===== src/design/lsrs_pkg.sv =====
// package: request and record types, header offsets and register map of the slot scanner
`default_nettype none

package lsrs_pkg;

	// header layout of one slot
	localparam logic [15:0] MIN_SLOT_BYTES = 16'd32;
	localparam logic [15:0] KLEN_LO_OFFSET = 16'd16;
	localparam logic [15:0] KLEN_HI_OFFSET = 16'd17;
	localparam logic [15:0] FLAG_OFFSET    = 16'd18;
	localparam logic [15:0] VLEN_OFFSET    = 16'd20;
	localparam logic [15:0] VLEN_END       = 16'd24;
	localparam logic [15:0] HASH_HI_OFFSET = 16'd8;
	localparam logic [15:0] HASH_END       = 16'd16;
	localparam logic [7:0]  FLAG_EMPTY     = 8'd0;
	localparam logic [7:0]  FLAG_LIVE      = 8'd1;
	localparam logic [7:0]  FLAG_TOMBSTONE = 8'd2;

	// register map
	localparam int          ADDR_W           = 3;
	localparam logic        REG_SLOT_BYTES   = 1'b0;
	localparam logic [15:0] SLOT_BYTES_RESET = 16'd32;

	// queue between front and back
	localparam int QDEPTH = 2;
	localparam int QPTR_W = $clog2(QDEPTH);
	localparam int QCNT_W = $clog2(QDEPTH + 1);

	typedef struct packed {
		logic [7:0] data_byte;
		logic       first_of_file;
	} req_t;

	typedef struct packed {
		logic [31:0] slot_index;
		logic [63:0] hash_low;
		logic [63:0] hash_high;
		logic [15:0] key_length;
		logic [31:0] value_length;
	} rec_t;

endpackage

`default_nettype wire


===== src/design/lsrs_front.sv =====
// front part: tracks slot position, captures header fields, queues live slots
`default_nettype none

module lsrs_front (
	input  wire logic          clk,
	input  wire logic          arst_n,
	input  wire logic [15:0]   slot_bytes,
	input  wire logic          req_valid,
	output logic               req_stall,
	input  wire lsrs_pkg::req_t req_data,
	input  wire logic          q_full,
	output logic               q_push,
	output lsrs_pkg::rec_t     q_data
);
	import lsrs_pkg::*;

	logic [15:0]      pos_q;
	logic [31:0]      cnt_q;
	logic [7:0][7:0]  hash_lo_q;
	logic [7:0][7:0]  hash_hi_q;
	logic [1:0][7:0]  klen_q;
	logic [7:0]       flag_q;
	logic [3:0][7:0]  vlen_q;

	logic [15:0]      pos_cur;
	logic [31:0]      cnt_cur;
	logic [7:0][7:0]  hash_lo_n;
	logic [7:0][7:0]  hash_hi_n;
	logic [1:0][7:0]  klen_n;
	logic [7:0]       flag_n;
	logic [3:0][7:0]  vlen_n;
	logic [15:0]      hash_hi_idx;
	logic [15:0]      vlen_idx;
	logic             slot_end;
	logic             emit;
	logic             accept;

	assign req_stall = q_full;
	assign accept    = req_valid && !q_full;

	// position restart and header capture for the current byte
	always_comb begin
		pos_cur     = req_data.first_of_file ? 16'd0 : pos_q;
		cnt_cur     = req_data.first_of_file ? 32'd0 : cnt_q;
		hash_lo_n   = hash_lo_q;
		hash_hi_n   = hash_hi_q;
		klen_n      = klen_q;
		flag_n      = flag_q;
		vlen_n      = vlen_q;
		hash_hi_idx = pos_cur - HASH_HI_OFFSET;
		vlen_idx    = pos_cur - VLEN_OFFSET;
		if (pos_cur < HASH_HI_OFFSET) begin
			hash_lo_n[pos_cur[2:0]] = req_data.data_byte;
		end else if (pos_cur < HASH_END) begin
			hash_hi_n[hash_hi_idx[2:0]] = req_data.data_byte;
		end else if (pos_cur == KLEN_LO_OFFSET) begin
			klen_n[0] = req_data.data_byte;
		end else if (pos_cur == KLEN_HI_OFFSET) begin
			klen_n[1] = req_data.data_byte;
		end else if (pos_cur == FLAG_OFFSET) begin
			flag_n = req_data.data_byte;
		end else if (pos_cur >= VLEN_OFFSET && pos_cur < VLEN_END) begin
			vlen_n[vlen_idx[1:0]] = req_data.data_byte;
		end
	end

	// end of slot and live check
	always_comb begin
		slot_end = ({1'b0, pos_cur} + 17'd1) >= {1'b0, slot_bytes};
		emit     = slot_end && (slot_bytes >= MIN_SLOT_BYTES) && (flag_n == FLAG_LIVE);
	end

	// record toward the back part
	always_comb begin
		q_push              = accept && emit;
		q_data.slot_index   = cnt_cur;
		q_data.hash_low     = hash_lo_n;
		q_data.hash_high    = hash_hi_n;
		q_data.key_length   = klen_n;
		q_data.value_length = vlen_n;
	end

	// scan state
	always_ff @(posedge clk or negedge arst_n) begin
		if (!arst_n) begin
			pos_q     <= '0;
			cnt_q     <= '0;
			hash_lo_q <= '0;
			hash_hi_q <= '0;
			klen_q    <= '0;
			flag_q    <= '0;
			vlen_q    <= '0;
		end else if (accept) begin
			hash_lo_q <= hash_lo_n;
			hash_hi_q <= hash_hi_n;
			klen_q    <= klen_n;
			vlen_q    <= vlen_n;
			if (slot_end) begin
				pos_q  <= '0;
				cnt_q  <= cnt_cur + 32'd1;
				flag_q <= '0;
			end else begin
				pos_q  <= pos_cur + 16'd1;
				cnt_q  <= cnt_cur;
				flag_q <= flag_n;
			end
		end
	end

endmodule

`default_nettype wire


===== src/design/lsrs_queue.sv =====
// short record queue between the front and back parts
`default_nettype none

module lsrs_queue (
	input  wire logic          clk,
	input  wire logic          arst_n,
	input  wire logic          push,
	input  wire lsrs_pkg::rec_t push_data,
	output logic               full,
	input  wire logic          pop,
	output logic               not_empty,
	output lsrs_pkg::rec_t     pop_data
);
	import lsrs_pkg::*;

	rec_t              mem [QDEPTH];
	logic [QPTR_W-1:0] wr_ptr_q;
	logic [QPTR_W-1:0] rd_ptr_q;
	logic [QCNT_W-1:0] count_q;

	assign full      = count_q == QCNT_W'(QDEPTH);
	assign not_empty = count_q != '0;
	assign pop_data  = mem[rd_ptr_q];

	// storage
	always_ff @(posedge clk) begin
		if (push) begin
			mem[wr_ptr_q] <= push_data;
		end
	end

	// pointers and fill count
	always_ff @(posedge clk or negedge arst_n) begin
		if (!arst_n) begin
			wr_ptr_q <= '0;
			rd_ptr_q <= '0;
			count_q  <= '0;
		end else begin
			if (push) begin
				wr_ptr_q <= (wr_ptr_q == QPTR_W'(QDEPTH - 1)) ? '0 : wr_ptr_q + 1'b1;
			end
			if (pop) begin
				rd_ptr_q <= (rd_ptr_q == QPTR_W'(QDEPTH - 1)) ? '0 : rd_ptr_q + 1'b1;
			end
			if (push && !pop) begin
				count_q <= count_q + 1'b1;
			end else if (pop && !push) begin
				count_q <= count_q - 1'b1;
			end
		end
	end

endmodule

`default_nettype wire


===== src/design/lsrs_back.sv =====
// back part: output register that hands records to the receiver
`default_nettype none

module lsrs_back (
	input  wire logic          clk,
	input  wire logic          arst_n,
	input  wire logic          q_not_empty,
	input  wire lsrs_pkg::rec_t q_data,
	output logic               q_pop,
	output logic               rec_valid,
	input  wire logic          rec_stall,
	output lsrs_pkg::rec_t     rec_data
);
	import lsrs_pkg::*;

	logic valid_q;
	rec_t data_q;

	assign rec_valid = valid_q;
	assign rec_data  = data_q;

	// load when the register is empty or its record is taken
	assign q_pop = q_not_empty && (!valid_q || !rec_stall);

	always_ff @(posedge clk or negedge arst_n) begin
		if (!arst_n) begin
			valid_q <= 1'b0;
		end else if (!valid_q || !rec_stall) begin
			valid_q <= q_not_empty;
		end
	end

	always_ff @(posedge clk) begin
		if (q_pop) begin
			data_q <= q_data;
		end
	end

endmodule

`default_nettype wire


===== src/design/live_slot_record_scanner.sv =====
// top level of the live slot record scanner: register port, front, queue and back
//
// Takes a file one byte per request on the req channel (req_valid, req_stall,
// req_data) and views it as fixed-size slots whose length in bytes is set
// through the APB-style register port (register 0 at byte address 0, reset 32).
// Bytes 0..15 of a slot are the hash, 16..17 the key length, 18 the flag and
// 20..23 the value length. On the last byte of a slot whose flag is 1, one
// record goes out on the rec channel (rec_valid, rec_stall, rec_data) with
// the slot number, hash halves and lengths. first_of_file restarts the slot
// position and slot number. Partial slots and other flags give no record.
// One byte is taken every cycle while req_stall is low. The record of a live
// slot is queued and then held in the output register, which drives rec_valid.
// A stalled receiver first fills the output register and the two-entry
// record queue; only once the queue is full is req_stall raised, and it then
// holds every byte, not only slot ends. Reset empties the queue and output
// register and clears all scan state; the slot length returns to 32.
`default_nettype none

module live_slot_record_scanner (
	input  wire logic                 clk,
	input  wire logic                 arst_n,
	input  wire logic                 psel,
	input  wire logic                 penable,
	input  wire logic                 pwrite,
	input  wire logic [lsrs_pkg::ADDR_W-1:0] paddr,
	input  wire logic [31:0]          pwdata,
	output logic [31:0]               prdata,
	output logic                      pready,
	input  wire logic                 req_valid,
	output logic                      req_stall,
	input  wire lsrs_pkg::req_t       req_data,
	output logic                      rec_valid,
	input  wire logic                 rec_stall,
	output lsrs_pkg::rec_t            rec_data
);
	import lsrs_pkg::*;

	logic [15:0] slot_bytes_q;
	logic        q_full;
	logic        q_push;
	rec_t        q_push_data;
	logic        q_pop;
	logic        q_not_empty;
	rec_t        q_pop_data;
	logic        reg_sel;

	// register port
	assign pready  = 1'b1;
	assign reg_sel = paddr[ADDR_W-1] == REG_SLOT_BYTES;
	assign prdata  = reg_sel ? {16'd0, slot_bytes_q} : 32'd0;

	always_ff @(posedge clk or negedge arst_n) begin
		if (!arst_n) begin
			slot_bytes_q <= SLOT_BYTES_RESET;
		end else if (psel && penable && pwrite && reg_sel) begin
			slot_bytes_q <= pwdata[15:0];
		end
	end

	lsrs_front u_front (
		.clk        (clk),
		.arst_n     (arst_n),
		.slot_bytes (slot_bytes_q),
		.req_valid  (req_valid),
		.req_stall  (req_stall),
		.req_data   (req_data),
		.q_full     (q_full),
		.q_push     (q_push),
		.q_data     (q_push_data)
	);

	lsrs_queue u_queue (
		.clk       (clk),
		.arst_n    (arst_n),
		.push      (q_push),
		.push_data (q_push_data),
		.full      (q_full),
		.pop       (q_pop),
		.not_empty (q_not_empty),
		.pop_data  (q_pop_data)
	);

	lsrs_back u_back (
		.clk         (clk),
		.arst_n      (arst_n),
		.q_not_empty (q_not_empty),
		.q_data      (q_pop_data),
		.q_pop       (q_pop),
		.rec_valid   (rec_valid),
		.rec_stall   (rec_stall),
		.rec_data    (rec_data)
	);

endmodule

`default_nettype wire

===== config.mk =====
export PLATFORM = sky130hd
export DESIGN_NAME = live_slot_record_scanner
export DESIGN_NICKNAME = d
export VERILOG_FILES = /design/src/design/lsrs_pkg.sv /design/src/design/lsrs_front.sv /design/src/design/lsrs_queue.sv /design/src/design/lsrs_back.sv /design/src/design/live_slot_record_scanner.sv
export SDC_FILE = /design/constraint.sdc
export NUM_CORES = 1
export LEC_CHECK = 0
export ABC_AREA = 1
export BUFFER_PORTS_ARGS = -buffer_cell sky130_fd_sc_hd__buf_2
export CELL_PAD_IN_SITES_DETAIL_PLACEMENT = 1
export CELL_PAD_IN_SITES_GLOBAL_PLACEMENT = 1
export CORE_UTILIZATION = 31
export DETAILED_ROUTE_END_ITERATION = 6
export PLACE_DENSITY = 0.6
export SETUP_SLACK_MARGIN = 0.5
export SLEW_MARGIN = 10
export SYNTH_ARGS = -nofsm -noshare
export SYNTH_HDL_FRONTEND = slang
export SYNTH_SLANG_ARGS = --single-unit

===== constraint.sdc =====
create_clock -name clk -period 35.8 [get_ports clk]
set_input_delay 5.37 -clock clk [delete_from_list [all_inputs] [get_ports clk]]
set_output_delay 5.37 -clock clk [all_outputs]
set_load 0.03 [all_outputs]

* After elaboration in Yosys (flattened, before gate mapping)
Memories as Yosys holds them, arrays and structs flattened. A register that Yosys moved wholly into a read port is not among the register bits.
Cells that the tools add are included.
** Word-level totals
- Bits in registers :: 253
- Memory bits (writable) :: 416
- Bits of input ports :: 51
- Output and inout port bits :: 243
- Logic and storage cells :: 120
- Memories :: 1
** Cells by class
- Add/sub/neg operators :: 9
- $lt $le $gt $ge :: 12
- Equality and inequality tests :: 5
- Mux-type cells :: 40
- Bitwise gates (word level) :: 1
- Reductions and logical operators :: 22
** Memories
- u_queue.mem :: words 2, bits a word 208, rd ports 1, clocked after Yosys merged registers in 1, write ports 1, RTL line lsrs_queue.sv:16 : rec_t mem [QDEPTH];
** Operators by type and width (count)
- 32-bit 2-to-1 mux :: 8
- 64-bit 2-to-1 mux :: 3
- 64-bit bitwise mux :: 2
- 8-bit 2-to-1 mux :: 12
- 16-bit 2-to-1 mux :: 5
- 8-bit demux with 3-bit select :: 2
- 16-bit by 5-bit equality test with 1-bit output (second input constant) :: 3
- 32-bit by 1-bit adder with 32-bit output (second input constant) :: 1
- 32-bit bitwise mux :: 1
- 16-bit by 5-bit less-than comparator with 1-bit output (second input constant) :: 2
- 16-bit by 1-bit adder with 17-bit output (second input constant) :: 1
- 17-bit by 16-bit >= comparator with 1-bit output :: 1
- 16-bit by 1-bit adder with 16-bit output (second input constant) :: 1
- 8-bit demux with 2-bit select :: 1
- 16-bit by 5-bit >= comparator with 1-bit output (second input constant) :: 1
- 16-bit by 6-bit >= comparator with 1-bit output (second input constant) :: 1
- 16-bit by 4-bit less-than comparator with 1-bit output (second input constant) :: 1
- 1-bit logical AND :: 14
- 8-bit by 1-bit equality test with 1-bit output (second input constant) :: 1
- 3-bit by 4-bit less-than comparator with 1-bit output (second input constant) :: 2
- 3-bit by 1-bit >= comparator with 1-bit output (second input constant) :: 2
- 1-bit logical NOT :: 5
- 1-bit 2-to-1 mux :: 4
- 2-bit 2-to-1 mux :: 2
- other kinds (10) :: 13

* Logic depth before layout (Yosys ltp)
- Depth in word-level cells :: 14
- Mapped depth :: 31
- Gate-level depth less buffers :: 29

* Hierarchy
From an unflattened synthesis, not the netlist that was laid out.
** Unflattened totals
- Cell total of the unflattened synthesis :: 3067
- Area, all modules :: 36812.8 sq um
** By module, submodules not included
- lsrs_queue :: instances 1, cells an instance 672, area each 15646.3 sq um, sequential area each 12592.1 sq um
- lsrs_front :: instances 1, cells an instance 2057, area each 13935.9 sq um, sequential area each 5805.6 sq um
- lsrs_back :: instances 1, cells an instance 213, area each 6291.0 sq um, sequential area each 6271.0 sq um
- live_slot_record_scanner :: instances 1, cells an instance 125, area each 939.7 sq um, sequential area each 401.6 sq um

* Worst setup path after synthesis
OpenSTA, ideal clock, no wires.
- Kind :: input port to flip-flop
- Start :: in req_data[0] (netlist name)
- End :: mem u_queue.mem[1][0] (netlist name) (enable)
- Setup time :: 0.779 ns
- Data arrival time :: 16.906 ns
- Data required time :: 35.021 ns
- Setup slack :: 18.115 ns
- Cell stages on the path :: 26
- Buffers on the path :: 2
- Path through :: buf_6 -> inv_4 -> buf_6 -> nand2_4 -> nor2_1 -> nand2_1 -> nor2_1 -> nand3_1 -> nor2_1 -> nand2_1 -> nor3_1 -> xor2_1 -> inv_1 -> ha_1 -> inv_1 -> nor3_1 -> nand2_1 -> nand2_1 -> nand2_1 -> nand2_1 -> nand2_1 -> nand2_4 -> nand2_1 -> nor2_1 -> nand2_1 -> nor2_1
** On the way
- Longest elaborated chain between the ends :: 12
- Elaborated cells on any way between the ends :: 19
- Classes of those cells :: add/sub: 1; order compare: 3; eq/ne: 4; mux: 8; reduce/logical: 3
** RTL lines
- start, declared :: RTL line live_slot_record_scanner.sv:31 : input wire lsrs_pkg::req_t req_data,
- 16-bit 2-to-1 mux * :: RTL line lsrs_front.sv:43 : pos_cur = req_data.first_of_file ? 16'd0 : pos_q;
- branches (longest 7 deep; another with 16-bit by 1-bit adder with 17-bit output)
- 1-bit logical AND * :: RTL line lsrs_front.sv:70 : emit = slot_end && (slot_bytes >= MIN_SLOT_BYTES) && (flag_n == FLAG_LIVE);
- 1-bit logical AND * :: RTL line lsrs_front.sv:75 : q_push = accept && emit;
- 1-bit 2-to-1 mux * :: RTL line lsrs_queue.sv:27 : if (push) begin
- 1-bit 2-to-1 mux (implied by the code) * :: RTL line lsrs_queue.sv:28 : mem[wr_ptr_q] <= push_data;
- end, declared :: RTL line lsrs_queue.sv:16
Mark *: on every way between the ends.

* Worst setup path in the final report
- Start :: in req_data[0] (netlist name)
- End :: mem u_queue.mem[0][89] (netlist name) (enable)
Same word-level chain as after synthesis.

==> flow_metrics.py <==
metrics = {
    "die": {
        "pin_count": 294,
        "die_h_um": 341.7,
        "fp.coreArea_sq_um": 114300,
        "rows": 124,
        "die_w_um": 341.7,
        "initial_core_util_pct": 31.28,
        "die_area_sq_um": 116700,
    },
    "synthesis": {
        "yosysWarnings": 0,
        "synth_cell_types": 43,
        "synth_seq_area_share_pct": 70.10,
        "syn_inst": 3310,
        "synthArstFlopShare_pct": 28.85,
        "yosys.area.top_type": "edfxtp_1",
        "avgSynthCellArea_sq_um": 10.80,
        "synth_ff_type": "edfxtp_1",
        "synth-seq-cells": 877,
        "synth.area.top_cells": "edfxtp_1 (52%), dfrtp_1 (18%), nand2_1 (13%), o21ai_0 (4.2%), inv_1 (3.3%)",
        "syn_area_sq_um": 35760,
        "synth_edf_count": 624,
        "synth_top_area_share_pct": 52.39,
    },
    "timing": {
        "timing.hold.ws_ns": 0.4764,
        "final.setup.tns_ns": 0,
        "max_slew_margin_pct": 21.72,
        "fmax_mhz": 80.79,
        "rsz0062_at_grt": "false",
        "finalHoldViolCount": 0,
        "timing_worst_slew_pin_value_ns": 1.165,
        "setup_viol": 0,
        "clock_skew_ns": 0.02015,
        "drv_slew": 0,
        "finalCritPeriodShare_pct": 34.57,
        "min_period_ns": 12.38,
    },
    "clock_network": {
        "post_cts_resized": 0,
        "cts_buffers": 97,
        "cts.sinks": 877,
        "clockBufferDepth": 3,
        "cts.clk_slew.worst_paths_ns": 0.06,
        "root_buffer": "clkbuf_16",
        "post_cts_buffers": 0,
        "cts_htree_levels": 3,
        "cts_hold_buf": 0,
        "cts_tree": "built",
        "insertion_delay_ns": 0.68,
    },
    "routing": {
        "wirelength_um": 93990,
        "wire_per_inst_um": 18.29,
        "ant_nets": 0,
        "firstDrtPassIters": 5,
        "drt_iter0_markers": 1411,
        "via_per_inst": 4.560,
        "vias": 23430,
        "drc": 0,
    },
    "worst_setup_path": {
        "worstPathArrival_ns": 12.67,
        "crit_top_cell": "nand2_1",
        "endpoint": "u_queue.mem[0][89]",
        "max_stage_delay_ns": 0.83,
        "path_depth": 27,
        "critPathSlowestCell": "buf_4",
        "path_buf_inv": 7,
        "critPathLaunch": "req_data[0]",
        "endpoint_kind": "flip-flop",
        "ff2ff_setup_slack_ns": 28.49,
        "r2r_cells": 25,
        "crit_path_max_fanout": 98,
        "path_delay_family": "simple AND/OR/NAND/NOR gates",
        "cp-start-kind": "primary input",
        "r2r_end": "u_queue.mem[0][89]",
        "timing.rr.start": "u_front.pos_q[2]",
        "required_ns": 36.09,
        "worstSetupPathType": "in -> reg",
    },
    "power": {
        "p_sw_share_pct": 35.63,
        "switchingPower_mw": 1.173,
        "p_leak_nw": 18.04,
        "p_per_area_nw_per_um2": 79.05,
        "intPower_mw": 2.118,
        "p_comb_share_pct": 27.2,
        "ir_worst_vdd_uv": 106.1,
        "clkPwrFrac_pct": 29.6,
        "pwr-share-seq_pct": 43.2,
    },
    "cells_and_area": {
        "syn_to_final_growth_pct": 16.40,
        "fin_nets": 3615,
        "final_cell_mix": "nand2_1 (1234), edfxtp_1 (624), inv_1 (313), o21ai_0 (298), buf_2 (257)",
        "final_common_cell": "nand2_1",
        "drive_gt1_share_pct": 13.32,
        "num_antenna_cells": 0,
        "fin_util_pct": 36.41,
    },
    "status": {
        "status": "finished, final reports clean",
    },
    "global_route": {
        "antenna_found_initial": 4,
        "grt_overflow": 0,
        "grt_max_degree": 147,
        "grtUsageTotal_pct": 16.15,
        "grt_pass1_vias": 24260,
        "grt_pass1_wl_um": 143900,
    },
    "run": {
        "timing.max_cap.violations": 0,
    },
    "placement": {
        "hpwl_um": 56360,
        "portBuffers": 258,
        "gp_congestion": 0.7741,
    },
    "hold_path": {
        "holdCritPathClass": "reg -> reg",
    },
}
[worst min path at each step]
stage,start,cells after the start,endpoint,slack [ns]
2_1_floorplan,u_queue.wr_ptr_q,2,u_queue.wr_ptr_q,0.44
4_1_cts,u_front.vlen_q[10],2,u_front.vlen_q[10],0.48
5_1_grt,u_front.vlen_q[0],2,u_front.vlen_q[0],0.50
3_5_place_dp,u_front.vlen_q[4],2,u_front.vlen_q[4],0.47
6_report,u_front.vlen_q[10],2,u_front.vlen_q[10],0.48
3_3_place_gp,u_queue.wr_ptr_q,2,u_queue.wr_ptr_q,0.46
[synthesized netlist by cell type, types with 3 or more instances]
master	count
a21oi_1	21
a22o_1	6
buf_1	23
buf_2	20
buf_4	17
buf_6	4
clkbuf_1	100
dfrtp_1	252
edfxtp_1	624
ha_1	22
inv_1	316
inv_2	5
mux2i_1	8
nand2_1	1234
nand2_2	15
nand2_4	6
nand3_1	47
nand4_1	29
nor2_1	115
nor2_2	4
nor2_4	3
nor3_1	23
nor4_1	5
nor4_4	5
o21ai_0	299
o21ai_1	30
o21ai_2	10
o22ai_1	8
xnor2_1	7
xor2_1	35
[cells by family (layout without fill, tap and decap cells)]
kind of cell    count (synthesis)  after routing  share of synthesized area (%)
other cells                     2             17                        0.02100
buf+inv                       488            789                          5.468
mux                             8              8                         0.2239
compound gates                377            377                          5.496
simple gates                 1494           1494                          16.89
flops                         877            877                          70.10
xor+xnor                       42             42                          1.029
fa+ha+maj                      22             22                         0.7697
[area by class of cell]
type / instances / area (sq um)
Timing Repair Buffer: 282 / 1506
Sequential cell: 877 / 25070
Clock inverter: 38 / 345.3
Multi-Input combinational cell: 1960 / 8813
Inverter: 324 / 1246
Tap cell: 1512 / 1892
Fill cell: 12620 / 72720
Clock buffer: 145 / 2751
[layer usage]
| layer | routed length (um) | GRT usage (%) | vias up |
|---|---|---|---|
| met1 | 43440 | 21.51 | 11690 |
| met3 | 3437 | 2.589 | 116 |
| met2 | 45270 | 27.20 | 344 |
| li1 | - | - | 11280 |
| met4 | 1820 | 4.382 | 4 |
| met5 | 22 | 0 | - |
[worst reg2reg max path: stages, from the launching register on]
cell     delay, ns
dfrtp_1       0.60
nand2_4       0.20
nor2_1        0.23
nand2_1       0.12
nor2_1        0.27
nand3_1       0.16
nor2_1        0.20
nand2_1       0.13
nor3_1        0.20
xor2_1        0.24
inv_1         0.09
ha_1          0.28
inv_1         0.05
nor3_1        0.28
nand2_1       0.09
nand2_1       0.06
nand2_1       0.05
nand2_1       0.05
nand2_1       0.12
nand2_4       0.34
nand2_1       0.38
nor2_1        0.25
nand3_1       0.23
inv_8         0.60
buf_4         0.80
buf_4         0.87
[sequential cells by signal, indices dropped and copies added, names as in the netlist]
register and flops:
u_queue.wr_ptr_q 1, u_queue.count_q 2, u_queue.rd_ptr_q 1, u_front.hash_lo_q 64, slot_bytes_q 16, u_back.rec_data 208
u_front.flag_q 8, u_front.cnt_q 32, u_front.pos_q 16, u_front.vlen_q 32, u_front.klen_q 16, u_front.hash_hi_q 64
u_queue.mem 416, u_back.rec_valid 1
[metrics by stage]
step / total power [mW] / instances / setup slack [ns] / cell area (sq um)
2_1_floorplan: 2.064 / 3325 / 18.12 / 35820
3_3_place_gp: 2.338 / 4955 / 22.60 / 38530
3_5_place_dp: 2.362 / 4955 / 22.56 / 38530
4_1_cts: 3.354 / 5138 / 23.34 / 41630
5_1_grt: 3.472 / 5138 / 22.68 / 41630
6_report: 3.291 / 5138 / 23.42 / 41630
[power groups by stage]
stage | clock network [mW] | registers, mW | logic (mW)
after floorplan | 0 | 1.70 | 0.366
final | 0.974 | 1.42 | 0.894
after CTS | 1.01 | 1.43 | 0.921
after global placement | 0 | 1.44 | 0.897
after global routing | 1.04 | 1.44 | 0.990
after detailed placement | 0 | 1.44 | 0.917
Power figures use the tool's default switching activity.
